==> config.mk <==
export PLATFORM = sky130hd
export DESIGN_NAME = wgod_ctrl
export DESIGN_NICKNAME = d
export VERILOG_FILES = /design/src/rtl/core/wgod_pkg.sv /design/src/rtl/core/wgod_ctrl.sv
export SDC_FILE = /design/constraint.sdc
export NUM_CORES = 1
export LEC_CHECK = 0
export BUFFER_PORTS_ARGS = -buffer_cell sky130_fd_sc_hd__buf_2
export CORE_UTILIZATION = 50
export DETAILED_ROUTE_END_ITERATION = 12
export GPL_TIMING_DRIVEN = 1
export MAX_ROUTING_LAYER = met4
export PLACE_DENSITY = 0.73
export SLEW_MARGIN = 20
export SYNTH_ARGS = -nofsm -noshare
export SYNTH_HDL_FRONTEND = slang
export SYNTH_SLANG_ARGS = --single-unit
==> constraint.sdc <==
create_clock -name clock -period 4.23 [get_ports clock]
set_input_delay 0.2115 -clock clock [delete_from_list [all_inputs] [get_ports clock]]
set_output_delay 0.2115 -clock clock [all_outputs]
set_load 0.02 [all_outputs]
==> src/rtl/core/wgod_pkg.sv <==
`timescale 1ns / 1ps

package wgod_pkg;

   // Operation codes sent from the controller to the datapath.
   localparam logic [3:0] OP_IDLE     = 4'd0;
   localparam logic [3:0] OP_LOAD     = 4'd1;
   localparam logic [3:0] OP_MEAN     = 4'd2;
   localparam logic [3:0] OP_MUL_A    = 4'd3;
   localparam logic [3:0] OP_MUL_B    = 4'd4;
   localparam logic [3:0] OP_MUL_C    = 4'd5;
   localparam logic [3:0] OP_VDIV     = 4'd6;
   localparam logic [3:0] OP_SQRT     = 4'd7;
   localparam logic [3:0] OP_BAND     = 4'd8;
   localparam logic [3:0] OP_DECIDE   = 4'd9;
   localparam logic [3:0] OP_ACC_WX   = 4'd10;
   localparam logic [3:0] OP_ACC_SQ   = 4'd11;
   localparam logic [3:0] OP_ACC_TERM = 4'd12;
   localparam logic [3:0] OP_ACC_UPD  = 4'd13;
   localparam logic [3:0] OP_PUBLISH  = 4'd14;

   // Configuration register indexes.
   localparam logic [1:0] REG_TRAIN_SPAN  = 2'd0;
   localparam logic [1:0] REG_DEV_MULT    = 2'd1;
   localparam logic [1:0] REG_WEIGHT_STEP = 2'd2;

   // Divider geometry: left-aligned numerator, iteration count per division.
   localparam int DIV_NUM_W = 128;
   localparam int DIV_DEN_W = 96;
   localparam int DIV_QUO_W = 64;
   localparam int DIV_CNT_W = 8;
   localparam logic [DIV_CNT_W-1:0] MEAN_ITERS = 8'd72;
   localparam logic [DIV_CNT_W-1:0] VAR_ITERS  = 8'd128;

   localparam logic [23:0] WEIGHT_ONE = 24'd256;
   localparam logic [63:0] MEAN_LIMIT = 64'h4000_0000_0000_0000;

   typedef struct packed {
      logic [3:0] op;
      logic       start;
   } wgod_cmd_type;

   typedef struct packed {
      logic done;
      logic train;
      logic zden;
      logic neg;
      logic outlier;
   } wgod_sts_type;

endpackage

==> src/rtl/core/wgod_ctrl.sv <==
`timescale 1ns / 1ps

// Controller: walks one request through the test and accumulation steps.
module wgod_ctrl (
   input  logic                    clock,
   input  logic                    reset,
   input  logic                    req_tvalid,
   output logic                    req_tready,
   output logic                    rsp_tvalid,
   input  logic                    rsp_tready,
   output wgod_pkg::wgod_cmd_type  cmd,
   input  wgod_pkg::wgod_sts_type  sts
);

   localparam logic [3:0] ST_IDLE     = 4'd0;
   localparam logic [3:0] ST_CLASS    = 4'd1;
   localparam logic [3:0] ST_MEAN     = 4'd2;
   localparam logic [3:0] ST_MUL_A    = 4'd3;
   localparam logic [3:0] ST_MUL_B    = 4'd4;
   localparam logic [3:0] ST_MUL_C    = 4'd5;
   localparam logic [3:0] ST_VDIV     = 4'd6;
   localparam logic [3:0] ST_SQRT     = 4'd7;
   localparam logic [3:0] ST_BAND     = 4'd8;
   localparam logic [3:0] ST_DECIDE   = 4'd9;
   localparam logic [3:0] ST_ACC_WX   = 4'd10;
   localparam logic [3:0] ST_ACC_SQ   = 4'd11;
   localparam logic [3:0] ST_ACC_TERM = 4'd12;
   localparam logic [3:0] ST_ACC_UPD  = 4'd13;
   localparam logic [3:0] ST_DONE     = 4'd14;

   logic [3:0] state_ff, state_in;
   logic       issued_ff, issued_in;
   logic       rsp_valid_ff, rsp_valid_in;
   logic       out_free;

   assign out_free = !rsp_valid_ff || rsp_tready;

   // Next state and command for the datapath.
   always_comb begin
      state_in  = state_ff;
      issued_in = issued_ff;
      cmd.op    = wgod_pkg::OP_IDLE;
      cmd.start = 1'b0;
      unique case (state_ff)
         ST_IDLE: begin
            cmd.op    = wgod_pkg::OP_LOAD;
            cmd.start = req_tvalid;
            if (req_tvalid) state_in = ST_CLASS;
         end
         ST_CLASS: begin
            state_in = (sts.train || sts.zden) ? ST_ACC_WX : ST_MEAN;
         end
         ST_MEAN, ST_MUL_A, ST_MUL_B, ST_MUL_C, ST_VDIV, ST_SQRT,
         ST_ACC_WX, ST_ACC_SQ, ST_ACC_TERM: begin
            unique case (state_ff)
               ST_MEAN:   cmd.op = wgod_pkg::OP_MEAN;
               ST_MUL_A:  cmd.op = wgod_pkg::OP_MUL_A;
               ST_MUL_B:  cmd.op = wgod_pkg::OP_MUL_B;
               ST_MUL_C:  cmd.op = wgod_pkg::OP_MUL_C;
               ST_VDIV:   cmd.op = wgod_pkg::OP_VDIV;
               ST_SQRT:   cmd.op = wgod_pkg::OP_SQRT;
               ST_ACC_WX: cmd.op = wgod_pkg::OP_ACC_WX;
               ST_ACC_SQ: cmd.op = wgod_pkg::OP_ACC_SQ;
               default:   cmd.op = wgod_pkg::OP_ACC_TERM;
            endcase
            cmd.start = !issued_ff;
            if (!issued_ff) issued_in = 1'b1;
            if (issued_ff && sts.done) begin
               issued_in = 1'b0;
               unique case (state_ff)
                  ST_MEAN:   state_in = ST_MUL_A;
                  ST_MUL_A:  state_in = ST_MUL_B;
                  ST_MUL_B:  state_in = ST_MUL_C;
                  ST_MUL_C:  state_in = sts.neg ? ST_SQRT : ST_VDIV;
                  ST_VDIV:   state_in = ST_SQRT;
                  ST_SQRT:   state_in = ST_BAND;
                  ST_ACC_WX: state_in = ST_ACC_SQ;
                  ST_ACC_SQ: state_in = ST_ACC_TERM;
                  default:   state_in = ST_ACC_UPD;
               endcase
            end
         end
         ST_BAND: begin
            cmd.op    = wgod_pkg::OP_BAND;
            cmd.start = 1'b1;
            state_in  = ST_DECIDE;
         end
         ST_DECIDE: begin
            cmd.op    = wgod_pkg::OP_DECIDE;
            cmd.start = 1'b1;
            state_in  = sts.outlier ? ST_DONE : ST_ACC_WX;
         end
         ST_ACC_UPD: begin
            cmd.op    = wgod_pkg::OP_ACC_UPD;
            cmd.start = 1'b1;
            state_in  = ST_DONE;
         end
         ST_DONE: begin
            cmd.op    = wgod_pkg::OP_PUBLISH;
            cmd.start = out_free;
            if (out_free) state_in = ST_IDLE;
         end
         default: begin
            state_in  = ST_IDLE;
            issued_in = 1'b0;
         end
      endcase
   end

   // Result valid: set on publish, cleared when the result is taken.
   always_comb begin
      rsp_valid_in = rsp_valid_ff;
      if (state_ff == ST_DONE && out_free) begin
         rsp_valid_in = 1'b1;
      end else if (rsp_tready) begin
         rsp_valid_in = 1'b0;
      end
   end

   always_ff @(posedge clock) begin
      if (reset) begin
         state_ff     <= ST_IDLE;
         issued_ff    <= 1'b0;
         rsp_valid_ff <= 1'b0;
      end else begin
         state_ff     <= state_in;
         issued_ff    <= issued_in;
         rsp_valid_ff <= rsp_valid_in;
      end
   end

   assign req_tready = (state_ff == ST_IDLE);
   assign rsp_tvalid = rsp_valid_ff;

`ifndef SYNTHESIS
   a_accept_class: assert property (@(posedge clock) disable iff (reset)
      (state_ff == ST_IDLE && req_tvalid) |=> state_ff == ST_CLASS)
      else $error("accepted request did not enter classification");
   a_publish_free: assert property (@(posedge clock) disable iff (reset)
      (cmd.start && cmd.op == wgod_pkg::OP_PUBLISH) |-> out_free)
      else $error("result published over a pending result");
   a_done_in_wait: assert property (@(posedge clock) disable iff (reset)
      sts.done |-> (state_ff == ST_MEAN || state_ff == ST_MUL_A ||
                    state_ff == ST_MUL_B || state_ff == ST_MUL_C ||
                    state_ff == ST_VDIV || state_ff == ST_SQRT ||
                    state_ff == ST_ACC_WX || state_ff == ST_ACC_SQ ||
                    state_ff == ST_ACC_TERM))
      else $error("unit done outside a waiting state");
   a_done_issued: assert property (@(posedge clock) disable iff (reset)
      sts.done |-> issued_ff) else $error("unit done without a start");
`endif

endmodule

; ---- Word-level counts from Yosys, hierarchy flattened
; Memories as Yosys holds them, arrays and structs flattened. A register that Yosys moved wholly into a read port is not among the register bits.
; Cells that the tools add are included.
[word_totals]
mem_bits_ro = 64
regBits = 6
n_memories = 1
[op_classes]
n_mux = 15
n_eq_ne = 17
reduce_logical = 11
[mem_list]
columns = memory, depth, width, rd, rd_clocked_by_memory_dff, wr, line_no
row1 = (no name shown), 16, 4, 1, 1, 0, wgod_ctrl.sv:55  ; unique case (state_ff)
[ops]
columns = cell, n
row1 = 4-bit case mux with 8 select lines, 1
row2 = 5-bit case mux with 6 select lines, 1
row3 = "4-bit equality test, second input constant", 7
row4 = 4-bit case mux with 7 select lines, 1
row5 = 4-bit 2-to-1 mux, 6
row6 = "4-bit by 3-bit equality test with 1-bit output, second input constant", 4
row7 = 9-bit OR reduction, 1
row8 = "4-bit by 2-bit equality test with 1-bit output, second input constant", 2
row9 = "2-bit inequality test, second input constant", 3
row10 = 6-bit OR reduction, 1
row11 = "4-bit by 1-bit equality test with 1-bit output, second input constant", 1
row12 = 4-bit zero test, 1
row13 = 1-bit 2-to-1 mux, 4
row14 = 3-bit 2-to-1 mux, 1
row15 = 3-bit AND reduction, 1
row16 = 1-bit logical AND, 2
row17 = 1-bit zero test, 2
row18 = 1-bit logical OR, 2
row19 = 1-bit case mux with 2 select lines, 1
row20 = 2-bit nonzero test, 1

; ---- Logic depth before layout (Yosys ltp)
; Gate-level depths: netlist of run 1.
[depth]
ltp_word = 6
depth_mapped = 7
mapped_depth_nobuf = 5

; ---- Least setup slack after synthesis of run 1
; Ideal clock, no wire load.
[synth_path]
path_kind = register -> register
from = register state_ff[0]
to = register with a tool-made name
arrival_ns = 1.652
required_ns = 4.127
path_buffers = 1
path_stages_with_launch = 7
path_slack_ns = 2.475
synth_period_minus_slack_ns = 1.755
path_cell_list = dfxtp_1 -> buf_2 -> nor4_2 -> and2b_1 -> nor2_4 -> and3_1 -> a2111oi_2
[synth_lines]
columns = item, line_no
row1 = "start, declared", wgod_ctrl.sv:31  ; logic [3:0] state_ff, state_in;
row2 = "start signal, assigned", wgod_ctrl.sv:126  ; state_ff <= state_in;

==> results of run 1 <==
[worst paths after layout]
path,start,end,slack [ps],depth (start not counted)
hold / removal,reset,state_ff[0]$_SDFFE_PP0N_,240,2
setup reg to reg,state_ff[2]$_SDFFE_PP0N_,register,2040,5
setup / recovery,state_ff[2]$_SDFFE_PP0N_,cmd[1],2030,5
hold reg to reg,rsp_tvalid$_SDFFE_PP0P_,rsp_tvalid$_SDFFE_PP0P_,570,2
[synth_stat cells, drive strengths merged]
library cell  instances  area (um^2)
o31ai                 2         15.0
a211o                 3         26.3
clkbuf                2         7.51
a31oi                 1         6.26
or3b                  1         8.76
a2111oi               2         25.0
o211ai                2         20.0
o22ai                 4         31.3
dfxtp                10          200
nor3                  1         5.00
o21ai                 7         38.8
or2                   2         12.5
nand3b                1         7.51
inv                   4         15.0
nand4b                1         8.76
and2                  1         8.76
maj3                  1         10.0
nand2                 6         22.5
mux2i                 2         20.0
o2bb2ai               1         15.0
nor4                  2         18.8
a21boi                1         7.51
a41o                  1         10.0
o21a                  2         15.0
o211a                 1         10.0
and3                  2         12.5
buf                   9         60.1
nor2                 13         56.3
a21oi                12         60.1
nand2b                3         18.8
and2b                 2         15.0
mux2                  1         11.3
nand3                 2         10.0
a32oi                 1         8.76
[critical path, cell delays in order (launching register included)]
cell and delay, ps:
dfxtp_1 920, and2_4 310, nand2_1 50, o21ai_0 130
o22ai_1 110, buf_2 200
[where the power goes]
group / internal, mW / switching, mW / leakage [nW]
clock: 0.0523 / 0.0367 / 0.0210
sequential: 0.130 / 0.114 / 0.0822
combinational: 0.203 / 0.246 / 0.270
total: 0.386 / 0.396 / 0.373
[placed cells by master, fill, tap and decap left out, types with 2 or more instances in the layout]
cell / netlist / routed
buf_2: 3 / 15
a211o_1: 3 / 3
o31ai_1: 2 / 2
nand2_1: 6 / 6
o21ai_0: 5 / 5
a21oi_1: 12 / 12
clkbuf_4: 0 / 3
mux2i_1: 2 / 2
o22ai_1: 3 / 3
or2_2: 2 / 2
inv_1: 4 / 4
dfxtp_1: 10 / 10
and2b_1: 2 / 2
and3_1: 2 / 2
nand2b_1: 3 / 3
nand3_1: 2 / 2
o21a_1: 2 / 2
nor2_1: 12 / 12
[cells by family after synthesis]
group | after synthesis
multiplexers | 3
buffers and inverters | 15
AND/OR/NAND/NOR | 37
adder cells (fa/ha/maj) | 1
flip-flops | 10
AO/OA/AOI/OAI | 40
[stage by stage]
step	instance area, um^2	utilization, %
global route	882	57.9
detailed placement	846	55.5
CTS	882	57.9
finish	882	57.9
floorplan	818	-
global placement	846	55.5
[per-layer routing]
metal	up-vias	GRT usage, %
li1	402	-
met1	376	28.4
met2	24	31.4
met3	5	2.59
met4	0	11.3
met5	-	-
[area by class of cell]
type	count	share of cell area [%]
Multi-Input combinational cell	81	60.7
Sequential cell	10	22.7
Timing Repair Buffer	15	8.51
Clock buffer	4	4.11
Tap cell	16	2.27
Inverter	4	1.70
==> results.toml, run 1 <==
[outcome]
status = "complete, no violations"

[logic_synthesis]
synthMuxAreaShare_pct = 3.82
synth_cells = 106
synth_fa_ha_area_share_pct = 1.22
yosys.area_share.simple_pct = 25.1
ys_types = 43
synth_compound_area_share_pct = 35.3
synth_fp_nets = 115
syn_area_per_cell_um2 = 7.72
synth-warning-count = 0
synth_xor_area_share_pct = 0
synthesis.area_um2 = 818
ys_seq_elements = 10
yosysSeqAreaShare_pct = 24.5
synth_top_family_by_area = "compound AO/OA/AOI/OAI gates"

[layout]
syn_to_final_growth_pct = 7.80
fillers = 160
num-nets-final = 124
multi_input_area_um2 = 536
drive_gt1_share_pct = 26.3
final_cells = 130
area.sequential_um2 = 200
n_antenna_cell = 0

[floorplanning]
rows = 14
die_w_um = 42.5
start_util_pct = 53.7
ios = 16
die_y_um = 42.5
core_area_um2 = 1520
die_area_um2 = 1800

[detailed_routing]
drt.antenna.violating_nets = 0
top_layer = "met4"
first_pass_iters = 5
first_iter_violations = 23
viasPerCell = 6.21
wl_met3_um = 81
drt-met1-wl_um = 835
vias = 807
drt-total-wl_um = 1800
wl_per_cell_um = 13.8
drc = 0
wl_met2_um = 845

[timing]
setup-violations-final = 0
worst_slack_ps = 2030
drv_slew = 0
setup-tns-final_ps = 0
hold_viol_final = 0
finClkSkew_ps = 1.79
max_freq_mhz = 455
slew_headroom_pct = 39.7
hold_ws_ps = 243
grt_setup_unrepaired = "false"
fin_crit_sh_pct = 51.9
worst_pin_slew_ps = 903
final.min_clock_period_ps = 2200

[power]
powerDensity_nw_per_um2 = 887
leakagePower_nw = 0.373
finalPower_mw = 0.782
peakVddDrop_v = 0.000473

[worst_setup_path]
crit_fanout = 26
setup.worst_path.end_class = "output port"
critPathArrivalTime_ps = 1990
critPathRequiredTime_ps = 4020
path_class = "reg -> out"
start_kind = "register"

[clock_tree]
cts_tree = "yes"
cts-buffers-inserted = 3
insertion_delay_ps = 270
clkSlewWorstSetupHoldPaths_ps = 70
root_buffer = "clkbuf_4"
cts_setup_buffers = 0
cts.sinks = 10
hold_buffers = 0
cts_max_level = 1
cts.path.max_buffers = 2
post_cts_resized = 0

[place]
dp_slack_ps = 2100
dp_hpwl_um = 1190
place.gp.congestion = 0.781
dp.cells = 126
io_buffers = 15

[run]
max_cap_viol_count = 0

[hold_path]
hp-class = "in -> reg"

[grt]
grt_pass1_wl_um = 2860
antenna_found_initial = 0
grt_max_degree = 28
grt_overflow = 0
gr-usage-all-layers_pct = 21.3
grt_pass1_vias = 648
(Power assumes the default switching activity.)
==> run 2, diff against run 1 <==
- ABC_AREA: not set -> 1
- CORE_UTILIZATION: 50 -> 47
- clock period: 4.23 -> 1.94 ns (I/O delays scaled with it)
==> results.toml, run 2 <==
[outcome]
status = "complete, no violations"

[floorplanning]
start_util_pct = 51.5
core_area_um2 = 1520
die_w_um = 42.9
ios = 16
rows = 14
die_y_um = 42.9
die_area_um2 = 1840

[detailed_routing]
drt-total-wl_um = 1560
drc = 0
top_layer = "met4"
wl_met3_um = 47
drt.antenna.violating_nets = 0
vias = 705
viasPerCell = 5.22
wl_per_cell_um = 11.5
first_pass_iters = 4
drt-met1-wl_um = 745
first_iter_violations = 13
wl_met2_um = 750

[place]
place.gp.congestion = 0.868
place_area_um2 = 835
dp_hpwl_um = 1300
io_buffers = 15

[grt]
grt_overflow = 0
grt_max_degree = 10
grt_pass1_vias = 655
grt_pass1_wl_um = 2680
antenna_found_initial = 0
gr-usage-all-layers_pct = 20.0

[layout]
drive_gt1_share_pct = 41.2
syn_to_final_growth_pct = 9.41
num-nets-final = 130
n_antenna_cell = 0
post-route-util_pct = 56.3
multi_input_area_um2 = 464
area.sequential_um2 = 201
layout_commonest_cell = "nand2_1"
most-common-layout-cells = "23 x nand2_1, 15 x buf_2, 10 x inv_1"
design_area_um2 = 858
fillers = 158

[worst_setup_path]
critPathArrivalTime_ps = 1710
r2r_cells = 9
crit_fanout = 9
start_kind = "register"
regToRegSetupSlack_ps = 410
reg2reg_from = "state_ff[1]$_SDFFE_PP0N_"
critPathRequiredTime_ps = 1840
setup.worst_path.end_class = "output port"
path_class = "reg -> out"

[clock_tree]
cts.sinks = 10
cts-buffers-inserted = 3
insertion_delay_ps = 260
clkSlewWorstSetupHoldPaths_ps = 60
cts_max_level = 1
root_buffer = "clkbuf_4"
cts_tree = "yes"
hold_buffers = 0
post_cts_resized = 0
cts_setup_buffers = 0
cts.path.max_buffers = 2

[hold_path]
min_to = "state_ff[0]$_SDFFE_PP0N_"
worstHoldPathCells = 2
hp-class = "in -> reg"
min_from = "reset"

[logic_synthesis]
yosysSeqAreaShare_pct = 25.5
synth-warning-count = 0
synth_fp_nets = 114
ys_types = 27
yosys-top-cells-count = "23 x nand2_1, 10 x dfxtp_1, 10 x inv_1, 6 x nand3_1, 6 x nor2_1"
synth_top_flop_cell = "dfxtp_1"
synth_cells = 105
synth_largest_area_cell = "dfxtp_1"
postSynth.asyncResetShare_pct = 0
synth_top_cell_area_share_pct = 25.5
synth_edf_count = 0
synthTopCellsByArea = "dfxtp_1 26%, nand2_1 11%, buf_6 5.7%, nand3_2 5.1%, inv_1 4.8%"
synthesis.area_um2 = 785
synth.most_common_cell = "nand2_1"
syn_area_per_cell_um2 = 7.47
ys_seq_elements = 10

[timing]
final.min_clock_period_ps = 1810
worst_pin_slew_ps = 460
drv_slew = 0
setup-violations-final = 0
max_freq_mhz = 552
setup-tns-final_ps = 0
finClkSkew_ps = 4.74
grt_setup_unrepaired = "false"
hold_viol_final = 0
slew_headroom_pct = 69.3
fin_crit_sh_pct = 93.3

[power]
finalPower_mw = 1.57
leakagePower_nw = 0.427
peakVddDrop_v = 0.000784
powerDensity_nw_per_um2 = 1830

[run]
max_cap_viol_count = 0
-- run 2: stage by stage --
step,std cells,hold slack (ps),setup slack (ps)
final,135,116,129
after global routing,135,111,3.16
after CTS,135,103,123
after detailed placement,132,389,414
after global placement,132,383,431
after floorplan,105,166,562
-- run 2: kinds of logic (layout without fill, tap and decap cells) --
logic type | count (synthesis) | count (layout) | share of synthesized area [%]
AO/OA/AOI/OAI | 15 | 15 | 14.2
buffers and inverters | 21 | 35 | 15.3
flip-flops | 10 | 10 | 25.5
AND/OR/NAND/NOR | 59 | 59 | 45.0
-- run 2: critical path, cell delays in order (launching register included) --
cell and delay (ps):
dfxtp_1 600, inv_6 80, nand2_4 90, nand2_4 50
nand2_1 90, inv_1 90, a221o_1 290, buf_2 160
-- run 2: power breakdown --
| part | total (mW) | leakage, nW | switching (mW) | internal (mW) |
|---|---|---|---|---|
| Sequential | 0.398 | 0.0824 | 0.117 | 0.281 |
| Clock | 0.133 | 0.0138 | 0.0619 | 0.0712 |
| Combinational | 1.04 | 0.331 | 0.669 | 0.374 |
| Total | 1.57 | 0.427 | 0.848 | 0.726 |
-- run 2: metal layers --
layer  track usage (%)  vias to the layer above
met5                 -                        -
met4              11.3                        0
met3              2.98                        2
met2              29.7                       13
met1              25.6                      318
li1                  -                      372
-- run 2: how the worst max path moves through the flow --
stage | start | to
2_1_floorplan | state_ff[2]$_SDFFE_PP0N_ | cmd[0]
3_3_place_gp | state_ff[1]$_SDFFE_PP0N_ | cmd[4]
3_5_place_dp | state_ff[1]$_SDFFE_PP0N_ | cmd[4]
4_1_cts | state_ff[1]$_SDFFE_PP0N_ | cmd[4]
5_1_grt | state_ff[3]$_SDFFE_PP0N_ | cmd[4]
6_report | state_ff[1]$_SDFFE_PP0N_ | cmd[4]
-- run 2: cell type report --
| type | instances | share of cell area (%) |
|---|---|---|
| Clock buffer | 3 | 2.62 |
| Multi-Input combinational cell | 74 | 54.1 |
| Timing Repair Buffer | 15 | 8.75 |
| Sequential cell | 10 | 23.5 |
| Tap cell | 16 | 2.33 |
| Inverter | 17 | 8.75 |
==> run 3, diff against run 2 <==
- CORE_ASPECT_RATIO: not set -> 1.1
- SKIP_LAST_GASP: not set -> 1
- clock period: 1.94 -> 1.5 ns (I/O delays scaled with it)
==> results.toml, run 3 (synthesis gave the netlist of run 2 again) <==
[clock_tree]
root_buffer = "clkbuf_4"
cts_max_level = 1
cts.sinks = 10
cts_tree = "yes"
hold_buffers = 0
cts.path.max_buffers = 2
cts-buffers-inserted = 3
insertion_delay_ps = 260
clkSlewWorstSetupHoldPaths_ps = 60

[outcome]
violations = "negative setup slack"
status = "finished with violations"

[place]
place_area_um2 = 878
dp_hpwl_um = 1410
io_buffers = 15
dp_slack_ps = 54.4
place.gp.congestion = 0.817
dp.cells = 137

[power]
peakVddDrop_v = 0.00127
powerDensity_nw_per_um2 = 2440
leakagePower_nw = 0.503
finalPower_mw = 2.58

[floorplanning]
die_y_um = 44.9
start_util_pct = 50.4
core_area_um2 = 1560
die_w_um = 41.0
die_area_um2 = 1840
rows = 15
ios = 16

[timing]
hold_viol_final = 0
drv_slew = 0
max_freq_mhz = 661
hold_ws_ps = 94.4
grt_setup_unrepaired = "true"
worst_slack_ps = -12.9
finClkSkew_ps = 1.35
final.min_clock_period_ps = 1510
setup-violations-final = 1
slew_headroom_pct = 87.9
setup-tns-final_ps = -12.9
worst_pin_slew_ps = 181
fin_crit_sh_pct = 101

[detailed_routing]
drt-total-wl_um = 1880
drc = 0
first_iter_violations = 14
vias = 737
drt.antenna.violating_nets = 0
first_pass_iters = 4
viasPerCell = 5.08
wl_per_cell_um = 12.9

[layout]
fillers = 130
drive_gt1_share_pct = 58.6
post-route-util_pct = 67.9
most-common-layout-cells = "16 x nand2_1, 12 x buf_2, 10 x nand2_2"
final_cells = 145
design_area_um2 = 1060
num-nets-final = 138
layout_commonest_cell = "nand2_1"
n_antenna_cell = 0
syn_to_final_growth_pct = 34.8

[worst_setup_path]
reg2reg_from = "state_ff[0]$_SDFFE_PP0N_"
start_kind = "register"
critPathRequiredTime_ps = 1420
startpoint = "state_ff[3]$_SDFFE_PP0N_"
critPathArrivalTime_ps = 1440
regToRegSetupSlack_ps = 30
r2r_cells = 10
endpoint = "cmd[4]"
path_class = "reg -> out"
crit_fanout = 4
setup.worst_path.end_class = "output port"

[grt]
gr-usage-all-layers_pct = 22.8
grt_pass1_wl_um = 2780
grt_max_degree = 8
grt_pass1_vias = 714
grt_overflow = 0
antenna_found_initial = 0

[hold_path]
min_from = "reset"
hp-class = "in -> reg"

[run]
max_cap_viol_count = 0
[run 3: per-layer routing]
| layer | vias up | track usage [%] | part of all wire, % |
|---|---|---|---|
| li1 | 388 | - | - |
| met1 | 334 | 26.6 | 43 |
| met2 | 13 | 38.4 | 55 |
| met3 | 2 | 2.96 | 2.0 |
| met4 | 0 | 8.00 | 0.43 |
| met5 | - | - | 0 |
[run 3: cell type report]
type | instances | area (um^2) | area share (%)
flip-flops and latches | 10 | 209 | 19.8
well taps | 17 | 21.3 | 2.01
multi-input cells | 74 | 529 | 50.1
clock buffers | 4 | 36.3 | 3.43
inverters | 17 | 82.6 | 7.81
repair buffers | 23 | 179 | 16.9
[run 3: critical path, stage by stage (launching register included)]
cell and delay, ps:
dfxtp_1 380, nand2_4 80, inv_4 80, nand2_4 70, nand2_4 80, inv_4 40
a221o_1 300, buf_6 140
[run 3: worst min-delay path by stage]
stage	to	slack, ps	depth (start not counted)
6_report	state_ff[0]$_SDFFE_PP0N_	90	2
5_1_grt	state_ff[0]$_SDFFE_PP0N_	100	2
4_1_cts	state_ff[0]$_SDFFE_PP0N_	80	2
3_5_place_dp	issued_ff$_SDFFE_PP0N_	370	2
3_3_place_gp	issued_ff$_SDFFE_PP0N_	360	2
2_1_floorplan	issued_ff$_SDFFE_PP0N_	140	1
[run 3: repair_timing]
item                                    in CTS  in global routing
gates resized for setup                     15                 20
hold endpoints to repair                     0                  0
endpoints found under the setup margin       5                 10
pin swaps                                    0                  2
buffers inserted                             2                  2
gates cloned                                 0                  0
[run 3: power by group]
group | switching (mW) | internal [mW] | leakage [nW]
Combinational | 1.13 | 0.763 | 0.398
Clock | 0.0875 | 0.147 | 0.0210
Sequential | 0.0821 | 0.375 | 0.0837
